<file path="src/hdl/cpmp_pkg.sv">
// Shared types and constants for the credential put message parser.
// Holds phase codes, protocol byte values, status codes and the result record.
// No dependencies.
`default_nettype none

package cpmp_pkg;

   localparam int PHASE_W  = 4;
   localparam int STATUS_W = 3;

   // Parser phases.
   localparam logic [PHASE_W-1:0] PH_ACTION      = 4'd0;
   localparam logic [PHASE_W-1:0] PH_FIELD       = 4'd1;
   localparam logic [PHASE_W-1:0] PH_NAMELEN     = 4'd2;
   localparam logic [PHASE_W-1:0] PH_NAME        = 4'd3;
   localparam logic [PHASE_W-1:0] PH_PASSLEN     = 4'd4;
   localparam logic [PHASE_W-1:0] PH_PASS        = 4'd5;
   localparam logic [PHASE_W-1:0] PH_DONE        = 4'd6;
   localparam logic [PHASE_W-1:0] PH_ERR_ACTION  = 4'd7;
   localparam logic [PHASE_W-1:0] PH_ERR_FIELD   = 4'd8;
   localparam logic [PHASE_W-1:0] PH_ERR_NAMELEN = 4'd9;
   localparam logic [PHASE_W-1:0] PH_ERR_PASSLEN = 4'd10;

   // Protocol byte values.
   localparam logic [7:0] PUT_ACTION_CODE  = 8'h01;
   localparam logic [7:0] USERS_FIELD_CODE = 8'h00;

   // Status codes reported in a terminal phase.
   localparam logic [STATUS_W-1:0] ST_OK          = 3'd0;
   localparam logic [STATUS_W-1:0] ST_BAD_ACTION  = 3'd1;
   localparam logic [STATUS_W-1:0] ST_BAD_FIELD   = 3'd2;
   localparam logic [STATUS_W-1:0] ST_BAD_NAMELEN = 3'd3;
   localparam logic [STATUS_W-1:0] ST_BAD_PASSLEN = 3'd4;

   typedef struct packed {
      logic [PHASE_W-1:0]  phase;
      logic                finished;
      logic                failed;
      logic [STATUS_W-1:0] status_code;
      logic                store_valid;
      logic                store_is_password;
      logic [7:0]          store_index;
      logic [7:0]          store_byte;
      logic                field_complete;
   } rsp_type;

endpackage

`default_nettype wire

</file>
<file path="src/hdl/cpmp_ram.sv">
// Generic single-write, single-read synchronous RAM with registered read data.
// No dependencies.
`default_nettype none

module cpmp_ram #(
   parameter int WIDTH = 8,
   parameter int DEPTH = 255
) (
   input  wire logic                                 clock,
   input  wire logic                                 wr_en,
   input  wire logic [(DEPTH > 1 ? $clog2(DEPTH) : 1)-1:0] wr_addr,
   input  wire logic [WIDTH-1:0]                     wr_data,
   input  wire logic [(DEPTH > 1 ? $clog2(DEPTH) : 1)-1:0] rd_addr,
   output logic      [WIDTH-1:0]                     rd_data
);

   logic [WIDTH-1:0] mem [DEPTH];
   logic [WIDTH-1:0] rd_data_ff;

   always_ff @(posedge clock) begin
      if (wr_en) begin
         mem[wr_addr] <= wr_data;
      end
      rd_data_ff <= mem[rd_addr];
   end

   assign rd_data = rd_data_ff;

endmodule

`default_nettype wire

</file>
<file path="src/hdl/cpmp_seq.sv">
// Parser sequencer: phase register, byte counters and per-byte result logic.
// Depends on cpmp_pkg.
`default_nettype none

module cpmp_seq #(
   parameter int MAX_FIELD_BYTES = 255
) (
   input  wire logic             clock,
   input  wire logic             reset,
   input  wire logic             step_en,
   input  wire logic [7:0]       data_byte,
   input  wire logic             restart,
   output cpmp_pkg::rsp_type     result
);

   import cpmp_pkg::*;

   localparam logic [7:0] MAX_LEN = 8'(MAX_FIELD_BYTES);

   logic [PHASE_W-1:0] phase_ff, phase_in;
   logic [7:0]         expected_ff, expected_in;
   logic [7:0]         taken_ff, taken_in;

   logic [PHASE_W-1:0] cur_phase;
   logic [7:0]         cur_expected;
   logic [7:0]         cur_taken;
   logic               len_ok;
   logic [7:0]         taken_inc;

   // A restart rewinds to the action phase before the byte is looked at.
   always_comb begin
      cur_phase    = restart ? PH_ACTION : phase_ff;
      cur_expected = restart ? 8'd0 : expected_ff;
      cur_taken    = restart ? 8'd0 : taken_ff;
      len_ok       = (data_byte != 8'd0) && (data_byte <= MAX_LEN);
      taken_inc    = cur_taken + 8'd1;
   end

   always_comb begin
      phase_in                 = cur_phase;
      expected_in              = cur_expected;
      taken_in                 = cur_taken;
      result                   = '0;
      case (cur_phase)
         PH_ACTION: begin
            phase_in = (data_byte == PUT_ACTION_CODE) ? PH_FIELD : PH_ERR_ACTION;
         end
         PH_FIELD: begin
            phase_in = (data_byte == USERS_FIELD_CODE) ? PH_NAMELEN : PH_ERR_FIELD;
         end
         PH_NAMELEN, PH_PASSLEN: begin
            if (!len_ok) begin
               phase_in = (cur_phase == PH_PASSLEN) ? PH_ERR_PASSLEN : PH_ERR_NAMELEN;
            end else begin
               expected_in = data_byte;
               taken_in    = 8'd0;
               phase_in    = (cur_phase == PH_PASSLEN) ? PH_PASS : PH_NAME;
            end
         end
         PH_NAME, PH_PASS: begin
            result.store_valid       = 1'b1;
            result.store_is_password = (cur_phase == PH_PASS);
            result.store_index       = cur_taken;
            result.store_byte        = data_byte;
            taken_in                 = taken_inc;
            if (taken_inc >= cur_expected) begin
               result.field_complete = 1'b1;
               phase_in = (cur_phase == PH_PASS) ? PH_DONE : PH_PASSLEN;
            end
         end
         default: begin
            // Terminal and unused phases ignore the byte.
         end
      endcase

      result.phase = phase_in;
      case (phase_in)
         PH_DONE: begin
            result.finished = 1'b1;
         end
         PH_ERR_ACTION: begin
            result.finished    = 1'b1;
            result.failed      = 1'b1;
            result.status_code = ST_BAD_ACTION;
         end
         PH_ERR_FIELD: begin
            result.finished    = 1'b1;
            result.failed      = 1'b1;
            result.status_code = ST_BAD_FIELD;
         end
         PH_ERR_NAMELEN: begin
            result.finished    = 1'b1;
            result.failed      = 1'b1;
            result.status_code = ST_BAD_NAMELEN;
         end
         PH_ERR_PASSLEN: begin
            result.finished    = 1'b1;
            result.failed      = 1'b1;
            result.status_code = ST_BAD_PASSLEN;
         end
         default: begin
            result.status_code = ST_OK;
         end
      endcase
   end

   always_ff @(posedge clock) begin
      if (reset) begin
         phase_ff    <= PH_ACTION;
         expected_ff <= 8'd0;
         taken_ff    <= 8'd0;
      end else if (step_en) begin
         phase_ff    <= phase_in;
         expected_ff <= expected_in;
         taken_ff    <= taken_in;
      end
   end

endmodule

`default_nettype wire

</file>
<file path="src/hdl/credential_put_message_parser_top.sv">
// Credential put message parser, top level.
// Depends on cpmp_pkg, cpmp_seq and cpmp_ram.
//
// One request carries one message byte (req_data_byte) and a restart flag that
// rewinds the parser to the action phase before the byte is taken. Every
// request yields exactly one response: the new phase, finished and failed
// flags, a status code and the name or password store write the byte caused.
// Name and password bytes are written into two synchronous RAMs of
// MAX_FIELD_BYTES entries each.
// The response is registered; it is valid in the cycle after acceptance.
// One request per cycle unless a held response stalls; the phase and counter
// registers update on acceptance; each byte needs one RAM write port access.
// A response register separates the two sides, so a new request is taken in
// the same cycle the held response is taken. While rsp_valid is high and
// rsp_ready is low, req_ready is low and the response holds.
// Reset returns the parser to the action phase with cleared counters and
// empties the response register; the stores are not cleared.
`default_nettype none

module credential_put_message_parser_top #(
   parameter int MAX_FIELD_BYTES = 255
) (
   input  wire logic                           clock,
   input  wire logic                           reset,
   input  wire logic                           req_valid,
   output logic                                req_ready,
   input  wire logic [7:0]                     req_data_byte,
   input  wire logic                           req_restart,
   output logic                                rsp_valid,
   input  wire logic                           rsp_ready,
   output logic [cpmp_pkg::PHASE_W-1:0]        rsp_phase,
   output logic                                rsp_finished,
   output logic                                rsp_failed,
   output logic [cpmp_pkg::STATUS_W-1:0]       rsp_status_code,
   output logic                                rsp_store_valid,
   output logic                                rsp_store_is_password,
   output logic [7:0]                          rsp_store_index,
   output logic [7:0]                          rsp_store_byte,
   output logic                                rsp_field_complete
);

   import cpmp_pkg::*;

   localparam int STORE_AW = (MAX_FIELD_BYTES > 1) ? $clog2(MAX_FIELD_BYTES) : 1;

   rsp_type result;
   rsp_type rsp_ff;
   logic    rsp_valid_ff;
   logic    accept;
   logic    name_we;
   logic    pass_we;

   assign req_ready = !rsp_valid_ff || rsp_ready;
   assign accept    = req_valid && req_ready;

   cpmp_seq #(
      .MAX_FIELD_BYTES(MAX_FIELD_BYTES)
   ) u_seq (
      .clock     (clock),
      .reset     (reset),
      .step_en   (accept),
      .data_byte (req_data_byte),
      .restart   (req_restart),
      .result    (result)
   );

   assign name_we = accept && result.store_valid && !result.store_is_password;
   assign pass_we = accept && result.store_valid && result.store_is_password;

   cpmp_ram #(
      .WIDTH(8),
      .DEPTH(MAX_FIELD_BYTES)
   ) u_name_store (
      .clock   (clock),
      .wr_en   (name_we),
      .wr_addr (result.store_index[STORE_AW-1:0]),
      .wr_data (result.store_byte),
      .rd_addr ('0),
      .rd_data ()
   );

   cpmp_ram #(
      .WIDTH(8),
      .DEPTH(MAX_FIELD_BYTES)
   ) u_pass_store (
      .clock   (clock),
      .wr_en   (pass_we),
      .wr_addr (result.store_index[STORE_AW-1:0]),
      .wr_data (result.store_byte),
      .rd_addr ('0),
      .rd_data ()
   );

   always_ff @(posedge clock) begin
      if (reset) begin
         rsp_valid_ff <= 1'b0;
      end else if (accept) begin
         rsp_valid_ff <= 1'b1;
      end else if (rsp_ready) begin
         rsp_valid_ff <= 1'b0;
      end
   end

   always_ff @(posedge clock) begin
      if (accept) begin
         rsp_ff <= result;
      end
   end

   assign rsp_valid             = rsp_valid_ff;
   assign rsp_phase             = rsp_ff.phase;
   assign rsp_finished          = rsp_ff.finished;
   assign rsp_failed            = rsp_ff.failed;
   assign rsp_status_code       = rsp_ff.status_code;
   assign rsp_store_valid       = rsp_ff.store_valid;
   assign rsp_store_is_password = rsp_ff.store_is_password;
   assign rsp_store_index       = rsp_ff.store_index;
   assign rsp_store_byte        = rsp_ff.store_byte;
   assign rsp_field_complete    = rsp_ff.field_complete;

endmodule

`default_nettype wire

</file>
<file path="config.mk">
export PLATFORM = sky130hd
export DESIGN_NAME = credential_put_message_parser_top
export DESIGN_NICKNAME = d
export VERILOG_FILES = /design/src/hdl/cpmp_pkg.sv /design/src/hdl/cpmp_ram.sv /design/src/hdl/cpmp_seq.sv /design/src/hdl/credential_put_message_parser_top.sv
export SDC_FILE = /design/constraint.sdc
export NUM_CORES = 1
export LEC_CHECK = 0
export ABC_AREA = 1
export BUFFER_PORTS_ARGS = -buffer_cell sky130_fd_sc_hd__buf_2
export CAP_MARGIN = 10
export CORE_MARGIN = 2
export CORE_UTILIZATION = 51
export CTS_CLUSTER_SIZE = 10
export DETAILED_ROUTE_END_ITERATION = 8
export HOLD_SLACK_MARGIN = 0.03
export PLACE_DENSITY = 0.72
export SYNTH_ARGS = -nofsm -noshare
export SYNTH_HDL_FRONTEND = slang
export SYNTH_SLANG_ARGS = --single-unit
</file>
<file path="constraint.sdc">
create_clock -name clock -period 3.1 [get_ports clock]
set_input_delay 0.62 -clock clock [delete_from_list [all_inputs] [get_ports clock]]
set_output_delay 0.62 -clock clock [all_outputs]
set_load 0.05 [all_outputs]
</file>
==> After elaboration in Yosys (flattened, before gate mapping) <==
Index checks and enable logic that the tools add are counted.
{ "totals": {"elab_cells": 61, "n_memories": 0, "latch_bits": 0, "output_inout_bits": 30, "ram_bits": 0, "regBits": 49, "inputBits": 13, "romBits": 0} }
{ "op_classes": {"add_sub_neg": 1, "mux": 22, "order_cmp": 2, "n_reduce_logical": 12, "bitwise": 0, "div_mod_pow": 0, "n_shift": 0, "n_eq_ne": 11, "mul": 0} }
{ "ops": {"columns": ["op", "count"], "rows": [
  ["2-to-1 mux 8 bit", 5],
  ["2-to-1 mux 19 bit", 1],
  ["equality test 4 x 3 -> 1 bit (second input constant)", 4],
  ["2-to-1 mux 4 bit", 4],
  ["case mux 4 bit (4 select lines)", 1],
  ["case mux 8 bit (2 select lines)", 1],
  ["equality test 4 bit (second input constant)", 3],
  ["case mux 3 bit (4 select lines)", 1],
  ["adder 8 x 1 -> 8 bit (second input constant)", 1],
  ["equality test 4 x 2 -> 1 bit (second input constant)", 2],
  ["equality test 8 x 1 -> 1 bit (second input constant)", 1],
  ["greater-or-equal comparator 8 bit", 1],
  ["less-or-equal comparator 8 bit (second input constant)", 1],
  ["logical NOT 8 bit", 1],
  ["nonzero test 8 bit", 1],
  ["2-to-1 mux 3 bit", 2],
  ["2-to-1 mux 1 bit", 5],
  ["OR reduction 5 bit", 1],
  ["equality test 4 x 1 -> 1 bit (second input constant)", 1],
  ["logical NOT 4 bit", 1],
  ["2-to-1 mux 2 bit", 2],
  ["OR reduction 2 bit", 2],
  ["OR reduction 4 bit", 1],
  ["logical AND 1 bit", 2],
  ["other kinds (3)", 3]
]} }

==> Depth between registers and ports, before layout <==
Gate-level depths: netlist of the first run.
{ "logic_depth": {"word_depth": 8, "ltp_mapped": 20, "ltp_nobuf": 19} }

==> By module <==
Synthesis of the first run repeated with hierarchy kept, for this count alone.
{ "hier_totals": {"hier_cells": 344, "hier_area_um2": 2728.9} }
{ "modules_own_cells": {"columns": ["mod", "cells_per_inst", "area_per_inst_um2", "instances"], "rows": [
  ["cpmp_seq", 310, 1840.5, 1],
  ["credential_put_message_parser_top", 34, 888.4, 1]
]} }

==> Least setup slack after synthesis of the first run <==
No wires, ideal clock.
{ "synth_path": {"path_type": "input -> register", "startpoint": "in req_restart", "endpoint": "reg rsp_ff, in the netlist rsp_failed (data pin)", "setup_slack_ps": 17, "arrival_ps": 2826, "required_time_ps": 2843, "setup_ps": 257, "path_stages": 18, "cell_sequence": "buf_6 clkbuf_1 nor2_1 ha_1 nand3_1 nor2_1 nand2_1 xor2_1 inv_1 ha_1 nand2_1 nor2_1 nor2_1 nand2_1 nand2_1 nand4_4 nand3_1 nand2_1"} }
{ "synth_lines": {"columns": ["element", "line", "source"], "rows": [
  ["from (decl)", "credential_put_message_parser_top.sv:28", "input wire logic req_restart,"],
  ["to (signal assigned)", "credential_put_message_parser_top.sv:106", "rsp_ff <= result;"],
  ["to (decl)", "credential_put_message_parser_top.sv:47", "rsp_type rsp_ff;"]
]} }

==> reports/metrics.yaml, run 1 <==
outcome: "finished, final reports clean"
timing.rr.end: "rsp_finished"
power_density_nw_per_um2: 491
hold_violations: 0
route.detailed.drc: 0
r2r_setup_slack_ns: 0.49
wl_um: 5760
ant_nets: 0
globalRoute.totalOverflow: 0
rows: 27
yosys_warnings: 0
cts_hold_buffers: 0
root_buffer: "clkbuf_8"
synth_top_area_frac: 0.300
drtIter0Drc: 161
maxCapViolCount: 0
die_area_um2: 6110
antenna_cells: 0
synth_fa_ha_area_frac: 0.0446
ys_seq_area_frac: 0.450
cts.reportedPaths.clkPinSlew_ns: 0.08
cts_tree: "built"
setup-tns-final_ns: 0
via_per_inst: 5.03
die_h_um: 78.2
cp_max_fo: 9
nets: 413
finalSetupViolCount: 0
worst_pin_slew_ns: 0.468
reg2regPathDepth: 18
synthSimpleGateAreaFrac: 0.263
synth_top_family_by_area: "simple AND/OR/NAND/NOR gates"
n_fill_cell: 506
io_pins: 43
mostFrequentLayoutCell: "nand2_1"
synth_edf_count: 28
worst_setup_path_end_kind: "register"
syn_area_um2: 2810
yosysTopAreaCell: "edfxtp_1"
ys_types: 35
port_buffers: 42
period_share: 0.893
finalClockSkew_ns: 0.0110
layout.cells.most_common_list: "nand2_1, inv_1, nor2_1"
synth.avg_cell_area_um2: 8.23
whs_ns: 0.481
hpwl_um: 4350
clkSinkCount: 49
grt_max_degree: 44
synth_ff_type: "edfxtp_1"
synthArstFlopShare: 0
numCtsBuffers: 5
drv_slew: 0
critical_path_class: "in -> reg"
cts_buffer_depth: 2
critPathLaunchType: "input pin"
rsz0062_at_grt: "false"
syn-instance-count: 341
grtUsageTotal: 0.201
synth_nets: 364
syn2layout_area_growth_pct: 15.3
ir_worst_vdd_uv: 238
vias: 2330
synth_seq_cells: 49
initial_core_util: 0.519
yosys.area_share.xor_xnor: 0.0125
setup.worst_path.start: "req_restart"
wire_per_inst_um: 12.4
max_freq_mhz: 361
period_needed_ns: 2.77
worstPathArrival_ns: 2.82
max_slew_margin: 0.688
grt_pass1_wl_um: 9670
required_ns: 3.15
drive_above_1_share: 0.233
synthTopCellsByArea: "edfxtp_1, dfxtp_1, nand2_1"
r2r-start: "u_seq.taken_ff[1]"
synth_compound_area_frac: 0.121
clk_latency_ns: 0.30
synth.area.mux_share: 0
antenna_found_initial: 0
gp_congestion: 0.952
first_pass_iters: 5
cp-endpoint: "rsp_finished"
die_width_um: 78.2
core_um2: 5410
hp-class: "reg -> reg"
p_leak_nw: 1.53
ctsHtreeMaxLevel: 2
first_global_vias: 2069
[worst min-delay path by stage]
stage                         start                   end  slack, ns  cells past startpoint
2_1_floorplan  u_seq.expected_ff[0]  u_seq.expected_ff[0]       0.45                      2
3_3_place_gp   u_seq.expected_ff[5]  u_seq.expected_ff[5]       0.46                      2
3_5_place_dp   u_seq.expected_ff[6]  u_seq.expected_ff[6]       0.47                      2
4_1_cts        u_seq.expected_ff[4]  u_seq.expected_ff[4]       0.48                      2
5_1_grt        u_seq.expected_ff[6]  u_seq.expected_ff[6]       0.49                      2
6_report       u_seq.expected_ff[3]  u_seq.expected_ff[3]       0.48                      2
[report_power, final]
part / leakage [nW] / switching (W) / internal [W] / total, W
Sequential: 0.455 / 0.0000206 / 0.000740 / 0.000760
Clock: 0.0552 / 0.000198 / 0.000239 / 0.000437
Combinational: 1.02 / 0.000284 / 0.000107 / 0.000391
Total: 1.53 / 0.000502 / 0.00109 / 0.00159
[through the flow]
| stage | worst slack [ns] | utilization | cell area, um^2 | instances | power, W |
|---|---|---|---|---|---|
| 3_3_place_gp | 0.0401 | 0.577 | 3120 | 455 | 0.00116 |
| 4_1_cts | 0.274 | 0.597 | 3230 | 463 | 0.00160 |
| 5_1_grt | 0.0264 | 0.598 | 3230 | 463 | 0.00167 |
| 2_1_floorplan | 0.0166 | - | 2810 | 341 | 0.00108 |
| 3_5_place_dp | -0.0442 | 0.577 | 3120 | 455 | 0.00116 |
| 6_report | 0.331 | 0.598 | 3230 | 463 | 0.00159 |
[synthesized netlist by cell type, types with 4 or more instances]
cell type  number
nand2_4         7
nor2_1         54
nand2_2         4
inv_1          58
dfxtp_1        21
a221oi_1        8
a21oi_1        23
o21ai_0        11
nand3_1         7
edfxtp_1       28
xor2_1          4
ha_1           10
clkbuf_1        6
nand2_1        63
nor3_1          4
[cell type report]
class | count | area, um^2 | area share
inverters | 62 | 245 | 0.0758
flip-flops and latches | 49 | 1260 | 0.390
clock inverters | 2 | 35.0 | 0.0108
multi-input cells | 220 | 1240 | 0.385
clock buffers | 6 | 72.6 | 0.0224
well taps | 72 | 90.1 | 0.0279
repair buffers | 52 | 285 | 0.0882
[critical path, stage by stage]
cell and delay [ns]:
buf_2 0.20, nor2_2 0.17, ha_1 0.20, nand3_1 0.11, nor2_1 0.10, nand2_1 0.07
xor2_1 0.14, inv_1 0.08, ha_1 0.27, nand2_1 0.06, nor2_1 0.10, nand2_1 0.10
nand2_1 0.13, nand2_1 0.10, nand4_4 0.14, nor2_4 0.05, nor2_1 0.11, nand2_1 0.07
[repair_timing]
action,CTS,global route
buffers inserted,0,0
gates resized for setup,0,3
setup endpoints to repair,0,3
hold endpoints to repair,0,0
[flip-flops by register name, summed over array words and instances, names as in the netlist]
| register | cells |
|---|---|
| u_seq.expected_ff | 8 |
| u_seq.phase_ff | 4 |
| rsp_phase | 4 |
| rsp_store_is_password | 1 |
| rsp_valid | 1 |
| rsp_failed | 1 |
| rsp_store_byte | 8 |
| rsp_store_index | 8 |
| u_seq.taken_ff | 8 |
| rsp_status_code | 3 |
| rsp_field_complete | 1 |
| rsp_finished | 1 |
| rsp_store_valid | 1 |
[layer usage]
metal  GRT usage  vias up  wire [um]
met4      0.0719        0         84
li1            -     1200          -
met2       0.306       84       2420
met1       0.291     1037       2780
met5           0        -          0
met3      0.0333        9        478
[cell families after synthesis]
kind of cell	Yosys count
and+or+nand+nor	151
buffers and inverters	72
AOI/OAI and AO/OA	55
DFF	49
adders and majority gates	10
xor gates and xnor gates	4
Note: power is estimated with default switching activity, not from simulation.
==> inputs of run 2 (changes only) <==
--- a/config.mk
+++ b/config.mk
@@ -5,15 +5,14 @@
 export SDC_FILE = /design/constraint.sdc
 export NUM_CORES = 1
 export LEC_CHECK = 0
-export ABC_AREA = 1
 export BUFFER_PORTS_ARGS = -buffer_cell sky130_fd_sc_hd__buf_2
 export CAP_MARGIN = 10
 export CORE_MARGIN = 2
-export CORE_UTILIZATION = 51
+export CORE_UTILIZATION = 55
 export CTS_CLUSTER_SIZE = 10
 export DETAILED_ROUTE_END_ITERATION = 8
 export HOLD_SLACK_MARGIN = 0.03
-export PLACE_DENSITY = 0.72
+export PLACE_DENSITY = 0.75
 export SYNTH_ARGS = -nofsm -noshare
 export SYNTH_HDL_FRONTEND = slang
 export SYNTH_SLANG_ARGS = --single-unit
==> constraint.sdc (replaced) <==
create_clock -name clock -period 3.4 [get_ports clock]
set_input_delay 0.68 -clock clock [delete_from_list [all_inputs] [get_ports clock]]
set_output_delay 0.68 -clock clock [all_outputs]
set_load 0.05 [all_outputs]
==> run 2 against run 1 <==
- clock-buffer cell count is 1 lower
- sequential share of layout area is 5.5 points higher
- register-to-register slack worse by 0.26 ns
- largest cell class unchanged
- core utilization is 6.1 points higher
- final area is 12% lower
- hold slack better by 0.026 ns
- non-clock buffer count is 3 lower
==> reports/metrics.yaml, run 2 <==
synthTopCellsByArea: "edfxtp_1, dfxtp_1, ha_1"
maxCapViolCount: 0
clk_latency_ns: 0.29
syn-instance-count: 236
cp_max_fo: 5
synth.avg_cell_area_um2: 10.3
power_density_nw_per_um2: 472
setup-tns-final_ns: 0
drive_above_1_share: 0.232
finalClockSkew_ns: 0.0102
gp_congestion: 0.928
finalSetupViolCount: 0
cts_hold_buffers: 0
hp-class: "reg -> reg"
worstPathArrival_ns: 3.34
numCtsBuffers: 5
wire_per_inst_um: 15.5
die_h_um: 70.3
syn2layout_area_growth_pct: 17.0
hp-start: "u_seq.expected_ff[6]"
port_buffers: 42
grt_pass1_wl_um: 8660
first_global_vias: 1836
yosys_warnings: 0
root_buffer: "clkbuf_8"
synth_edf_count: 28
grtUsageTotal: 0.218
ctsHtreeMaxLevel: 2
synthArstFlopShare: 0
critPathLaunchType: "input pin"
rsz0062_at_grt: "false"
r2r_setup_slack_ns: 0.23
hold_violations: 0
rows: 24
route.detailed.drc: 0
multi_input_area_um2: 1090
synth_common_cells: "nor2_1, edfxtp_1, nand2_1, dfxtp_1, and2_1"
post-synth-top-count-cell: "nor2_1"
critical_path_class: "in -> reg"
yosysTopAreaCell: "edfxtp_1"
timing.rr.end: "rsp_failed"
hold_end: "u_seq.expected_ff[6]"
layout.cells.most_common_list: "buf_2, nor2_1, edfxtp_1"
cts.reportedPaths.clkPinSlew_ns: 0.09
globalRoute.totalOverflow: 0
r2r-start: "u_seq.taken_ff[0]"
synth_nets: 259
required_ns: 3.55
first_pass_iters: 4
reg2regPathDepth: 13
period_needed_ns: 3.19
worst_pin_slew_ns: 0.949
synth_ff_type: "edfxtp_1"
antenna_cells: 0
cts_tree: "built"
max_slew_margin: 0.362
die_width_um: 70.3
drv_slew: 0
ant_nets: 0
ir_worst_vdd_uv: 293
wl_um: 5220
mostFrequentLayoutCell: "buf_2"
grt_max_degree: 30
via_per_inst: 5.81
regArea_um2: 1260
io_pins: 43
max_freq_mhz: 314
clkSinkCount: 49
ys_seq_area_frac: 0.521
drtIter0Drc: 168
die_area_um2: 4950
syn_area_um2: 2420
p_leak_nw: 1.12
ys_types: 44
n_fill_cell: 357
finalPower_w: 0.00134
place_inst: 328
initial_core_util: 0.564
core_um2: 4290
cts-resized-gates: 0
postCtsSetupRepairBufs: 0
outcome: "finished, final reports clean"
vias: 1951
cts_buffer_depth: 2
antenna_found_initial: 0
synth_top_area_frac: 0.347
worst_setup_path_end_kind: "register"
period_share: 0.937
hpwl_um: 3730
worstHoldPathCells: 2
layoutNonFillerInstCount: 336
nets: 306
synth_seq_cells: 49
## run 2: cell types whose count changed in the layout (fill, tap and decap cells not counted), moves of 8 or more
cell,before,now
nor2_1,51,33
nand2_1,63,23
and2_1,0,16
o21ai_0,11,1
a221oi_1,8,0
inv_1,58,8
a21oi_1,23,11
a22oi_1,0,15
## run 2: worst max-delay path by stage
stage                      start      endpoint  cells past startpoint
3_5_place_dp         req_restart  rsp_finished                     13
3_3_place_gp         req_restart    rsp_failed                     13
6_report             req_restart    rsp_failed                     14
2_1_floorplan        req_restart    rsp_failed                     13
5_1_grt        u_seq.taken_ff[0]    rsp_failed                     13
4_1_cts              req_restart  rsp_finished                     13
## run 2: through the flow
| stage | hold slack [ns] | util | setup WS, ns | cell area (um^2) |
|---|---|---|---|---|
| finish | 0.507 | 0.659 | 0.214 | 2830 |
| detailed placement | 0.488 | 0.631 | -0.142 | 2710 |
| CTS | 0.513 | 0.657 | 0.143 | 2820 |
| floorplan | 0.458 | - | 0.0691 | 2420 |
| global placement | 0.482 | 0.631 | 0.0166 | 2710 |
| global route | 0.536 | 0.659 | 0.000605 | 2830 |
## run 2: cells by family (layout without fill, tap and decap cells)
group	after synthesis	count (layout)	synth area share
and+or+nand+nor	101	101	0.206
AOI/OAI and AO/OA	49	49	0.161
DFF	49	49	0.521
buffers and inverters	19	67	0.0310
adders and majority gates	10	10	0.0517
xor gates and xnor gates	8	8	0.0290
## run 2: area by class of cell
type,instances,share of cell area
Clock buffer,5,0.0243
Clock inverter,3,0.0146
Inverter,10,0.0133
Multi-Input combinational cell,168,0.387
Sequential cell,49,0.445
Tap cell,52,0.0230
Timing Repair Buffer,49,0.0928
## run 2: power breakdown
group | internal [W] | switching [W] | total [W]
Combinational | 0.0000727 | 0.000181 | 0.000254
Sequential | 0.000660 | 0.0000204 | 0.000680
Clock | 0.000217 | 0.000187 | 0.000404
## run 2: critical path, cell delays in order
cell,delay (ns)
buf_2,0.12
nor2b_1,0.17
ha_1,0.21
and3_1,0.20
nand3_1,0.10
xor2_1,0.15
nor2_1,0.15
ha_1,0.27
o21a_1,0.18
a21oi_1,0.15
o31a_2,0.27
a311oi_4,0.15
a2111oi_2,0.39
o21bai_1,0.15
## run 2: per-layer routing
| metal | share of wire | global-route usage | wire (um) |
|---|---|---|---|
| met4 | 0.017 | 0.0726 | 88 |
| met2 | 0.47 | 0.331 | 2460 |
| met3 | 0.074 | 0.0447 | 384 |
| met5 | 0 | 0 | 0 |
| met1 | 0.44 | 0.312 | 2290 |
==> inputs of run 3 (changes only) <==
--- a/config.mk
+++ b/config.mk
@@ -12,6 +12,7 @@
 export CTS_CLUSTER_SIZE = 10
 export DETAILED_ROUTE_END_ITERATION = 8
 export HOLD_SLACK_MARGIN = 0.03
+export MAX_ROUTING_LAYER = met4
 export PLACE_DENSITY = 0.75
 export SYNTH_ARGS = -nofsm -noshare
 export SYNTH_HDL_FRONTEND = slang
==> run 3 against run 2 <==
- first-iteration DRC count up 8.9%
- clock power decreased by 14%
- power is 4.4% lower
- hold slack got worse by 0.0024 ns
- die area did not move
- combinational power is essentially flat
- sequential share of layout area increased by 0.28 points
- final cell count rose by 0.60%
- critical path depth fell by 1
- clock-buffer cell count is 1 higher
- sequential power barely moved
- global-route usage is 0.84 points higher
==> reports/metrics.yaml, run 3 (synthesis results as in run 2) <==
period_needed_ns: 3.16
die_area_um2: 4950
grt.met1_usage: 0.312
io_pins: 43
critPathLaunchType: "input pin"
path_delay_family: "compound AO/OA/AOI/OAI gates"
gp_congestion: 0.934
grtUsageTotal: 0.227
ir_worst_vdd_uv: 193
hold_violations: 0
crit_top_cell: "ha_1"
antenna_found_initial: 0
wire_per_inst_um: 15.4
required_ns: 3.46
power_switching_share: 0.314
first_global_vias: 1708
syn2layout_area_growth_pct: 16.4
die_width_um: 70.3
setup.worst_path.start: "req_restart"
drtIter0Drc: 183
timing.rr.end: "rsp_failed"
finalClockSkew_ns: 0.00753
maxCapViolCount: 0
rows: 24
final_area_um2: 2820
max_freq_mhz: 316
worstPathCellList: "buf_2, nor2b_2, ha_1, and3_1, nand3_1, xor2_1, nor2_1, ha_1, nand4_1, o31a_2, a311oi_2, a2111oi_2, o21bai_1"
clk_latency_ns: 0.31
nets: 308
cp-endpoint: "rsp_failed"
finalSetupViolCount: 0
internal_power_w: 0.000877
first_pass_iters: 4
worstPathArrival_ns: 3.23
power_frac_clock: 0.271
p_comb_frac: 0.197
top_usage_layer: "met2"
drv_slew: 0
port_buffers: 42
mostFrequentLayoutCell: "buf_2"
ctsHtreeMaxLevel: 2
globalRoute.totalOverflow: 0
layout.cells.most_common_list: "buf_2, nor2_1, edfxtp_1"
rsz0062_at_grt: "false"
r2r_setup_slack_ns: 0.31
reg2regPathDepth: 12
critical_path_class: "in -> reg"
max_slew_margin: 0.389
worst-path-buf-inv: 1
grt_use_met3: 0.0563
initial_core_util: 0.564
n_fill_cell: 353
hp-class: "reg -> reg"
net-switching-power_w: 0.000401
core_um2: 4290
die_h_um: 70.3
outcome: "finished, final reports clean"
p_leak_nw: 1.11
period_share: 0.931
cts.reportedPaths.clkPinSlew_ns: 0.09
ant_nets: 0
wl_um: 5220
clkSinkCount: 49
cts_tree: "built"
cp_max_fo: 6
grt_pass1_wl_um: 8450
drive_above_1_share: 0.245
vias: 1930
cts_buffer_depth: 2
cp.depth: 13
worst_setup_path_end_kind: "register"
root_buffer: "clkbuf_8"
placed_cell_area_um2: 2720
route.detailed.drc: 0
worst_pin_slew_ns: 0.910
cp_slowest_cell: "a311oi_2"
via_per_inst: 5.71
p_seq_frac: 0.532
final_util: 0.656
grt_max_degree: 25
hpwl_um: 3730
power_density_nw_per_um2: 454
cp_slowest_stage_delay_ns: 0.49
antenna_cells: 0
grt_util_met2: 0.325
r2r-start: "u_seq.taken_ff[0]"
numCtsBuffers: 5
==> run 3: cell type report <==
cell class	count	area, um^2	share of cell area
sequential	49	1260	0.448
multi-input combinational	168	1090	0.386
timing repair buffer	51	278	0.0986
clock buffer	6	72.6	0.0258
tap	52	65.1	0.0231
inverter	10	37.5	0.0133
clock inverter	2	15.0	0.00533
==> run 3: power groups by stage <==
stage                     sequential (W)  clock, W  combinational (W)
after floorplan                 0.000765         0           0.000114
after global placement          0.000692         0           0.000245
final                           0.000680  0.000346           0.000252
after global routing            0.000684  0.000382           0.000270
after CTS                       0.000680  0.000350           0.000250
after detailed placement        0.000693         0           0.000249
==> run 3: worst register-to-register path, stage by stage (launching register included) <==
cell and delay (ns):
dfxtp_2 0.40, nor2b_2 0.18, ha_1 0.17, and3_1 0.19, nand3_1 0.10, xor2_1 0.14
nor2_1 0.07, ha_1 0.30, nand4_1 0.08, o31a_2 0.41, a311oi_2 0.49, a2111oi_2 0.14
o21bai_1 0.19
==> run 3: metrics by stage <==
step | hold slack [ns] | worst slack [ns] | total power (W) | instances | setup TNS, ns
2_1_floorplan | 0.458 | 0.0691 | 0.000879 | 236 | 0
3_3_place_gp | 0.480 | 0.0108 | 0.000937 | 329 | 0
3_5_place_dp | 0.486 | -0.141 | 0.000943 | 329 | -0.625
4_1_cts | 0.511 | 0.184 | 0.00128 | 337 | 0
5_1_grt | 0.529 | 0.0346 | 0.00134 | 338 | 0
6_report | 0.504 | 0.236 | 0.00128 | 338 | 0
==> run 3: layer usage <==
metal / vias up / routed length, um
met5: - / 0
met4: 0 / 91
met3: 7 / 416
met2: 91 / 2360
met1: 884 / 2360
li1: 948 / -
==> run 3: how the worst min path moves through the flow <==
stage / from / endpoint / slack, ns / cells past startpoint
finish: u_seq.expected_ff[0] / u_seq.expected_ff[0] / 0.50 / 2
global route: u_seq.expected_ff[0] / u_seq.expected_ff[0] / 0.53 / 2
CTS: u_seq.expected_ff[0] / u_seq.expected_ff[0] / 0.51 / 2
detailed placement: u_seq.expected_ff[0] / u_seq.expected_ff[0] / 0.49 / 2
global placement: u_seq.expected_ff[4] / u_seq.expected_ff[4] / 0.48 / 2
floorplan: u_seq.expected_ff[0] / u_seq.expected_ff[0] / 0.46 / 2
==> run 3: timing repair <==
item,CTS,global route
buffers inserted,0,1
setup endpoints to repair,0,5
gates resized for setup,0,2
hold buffers,0,0
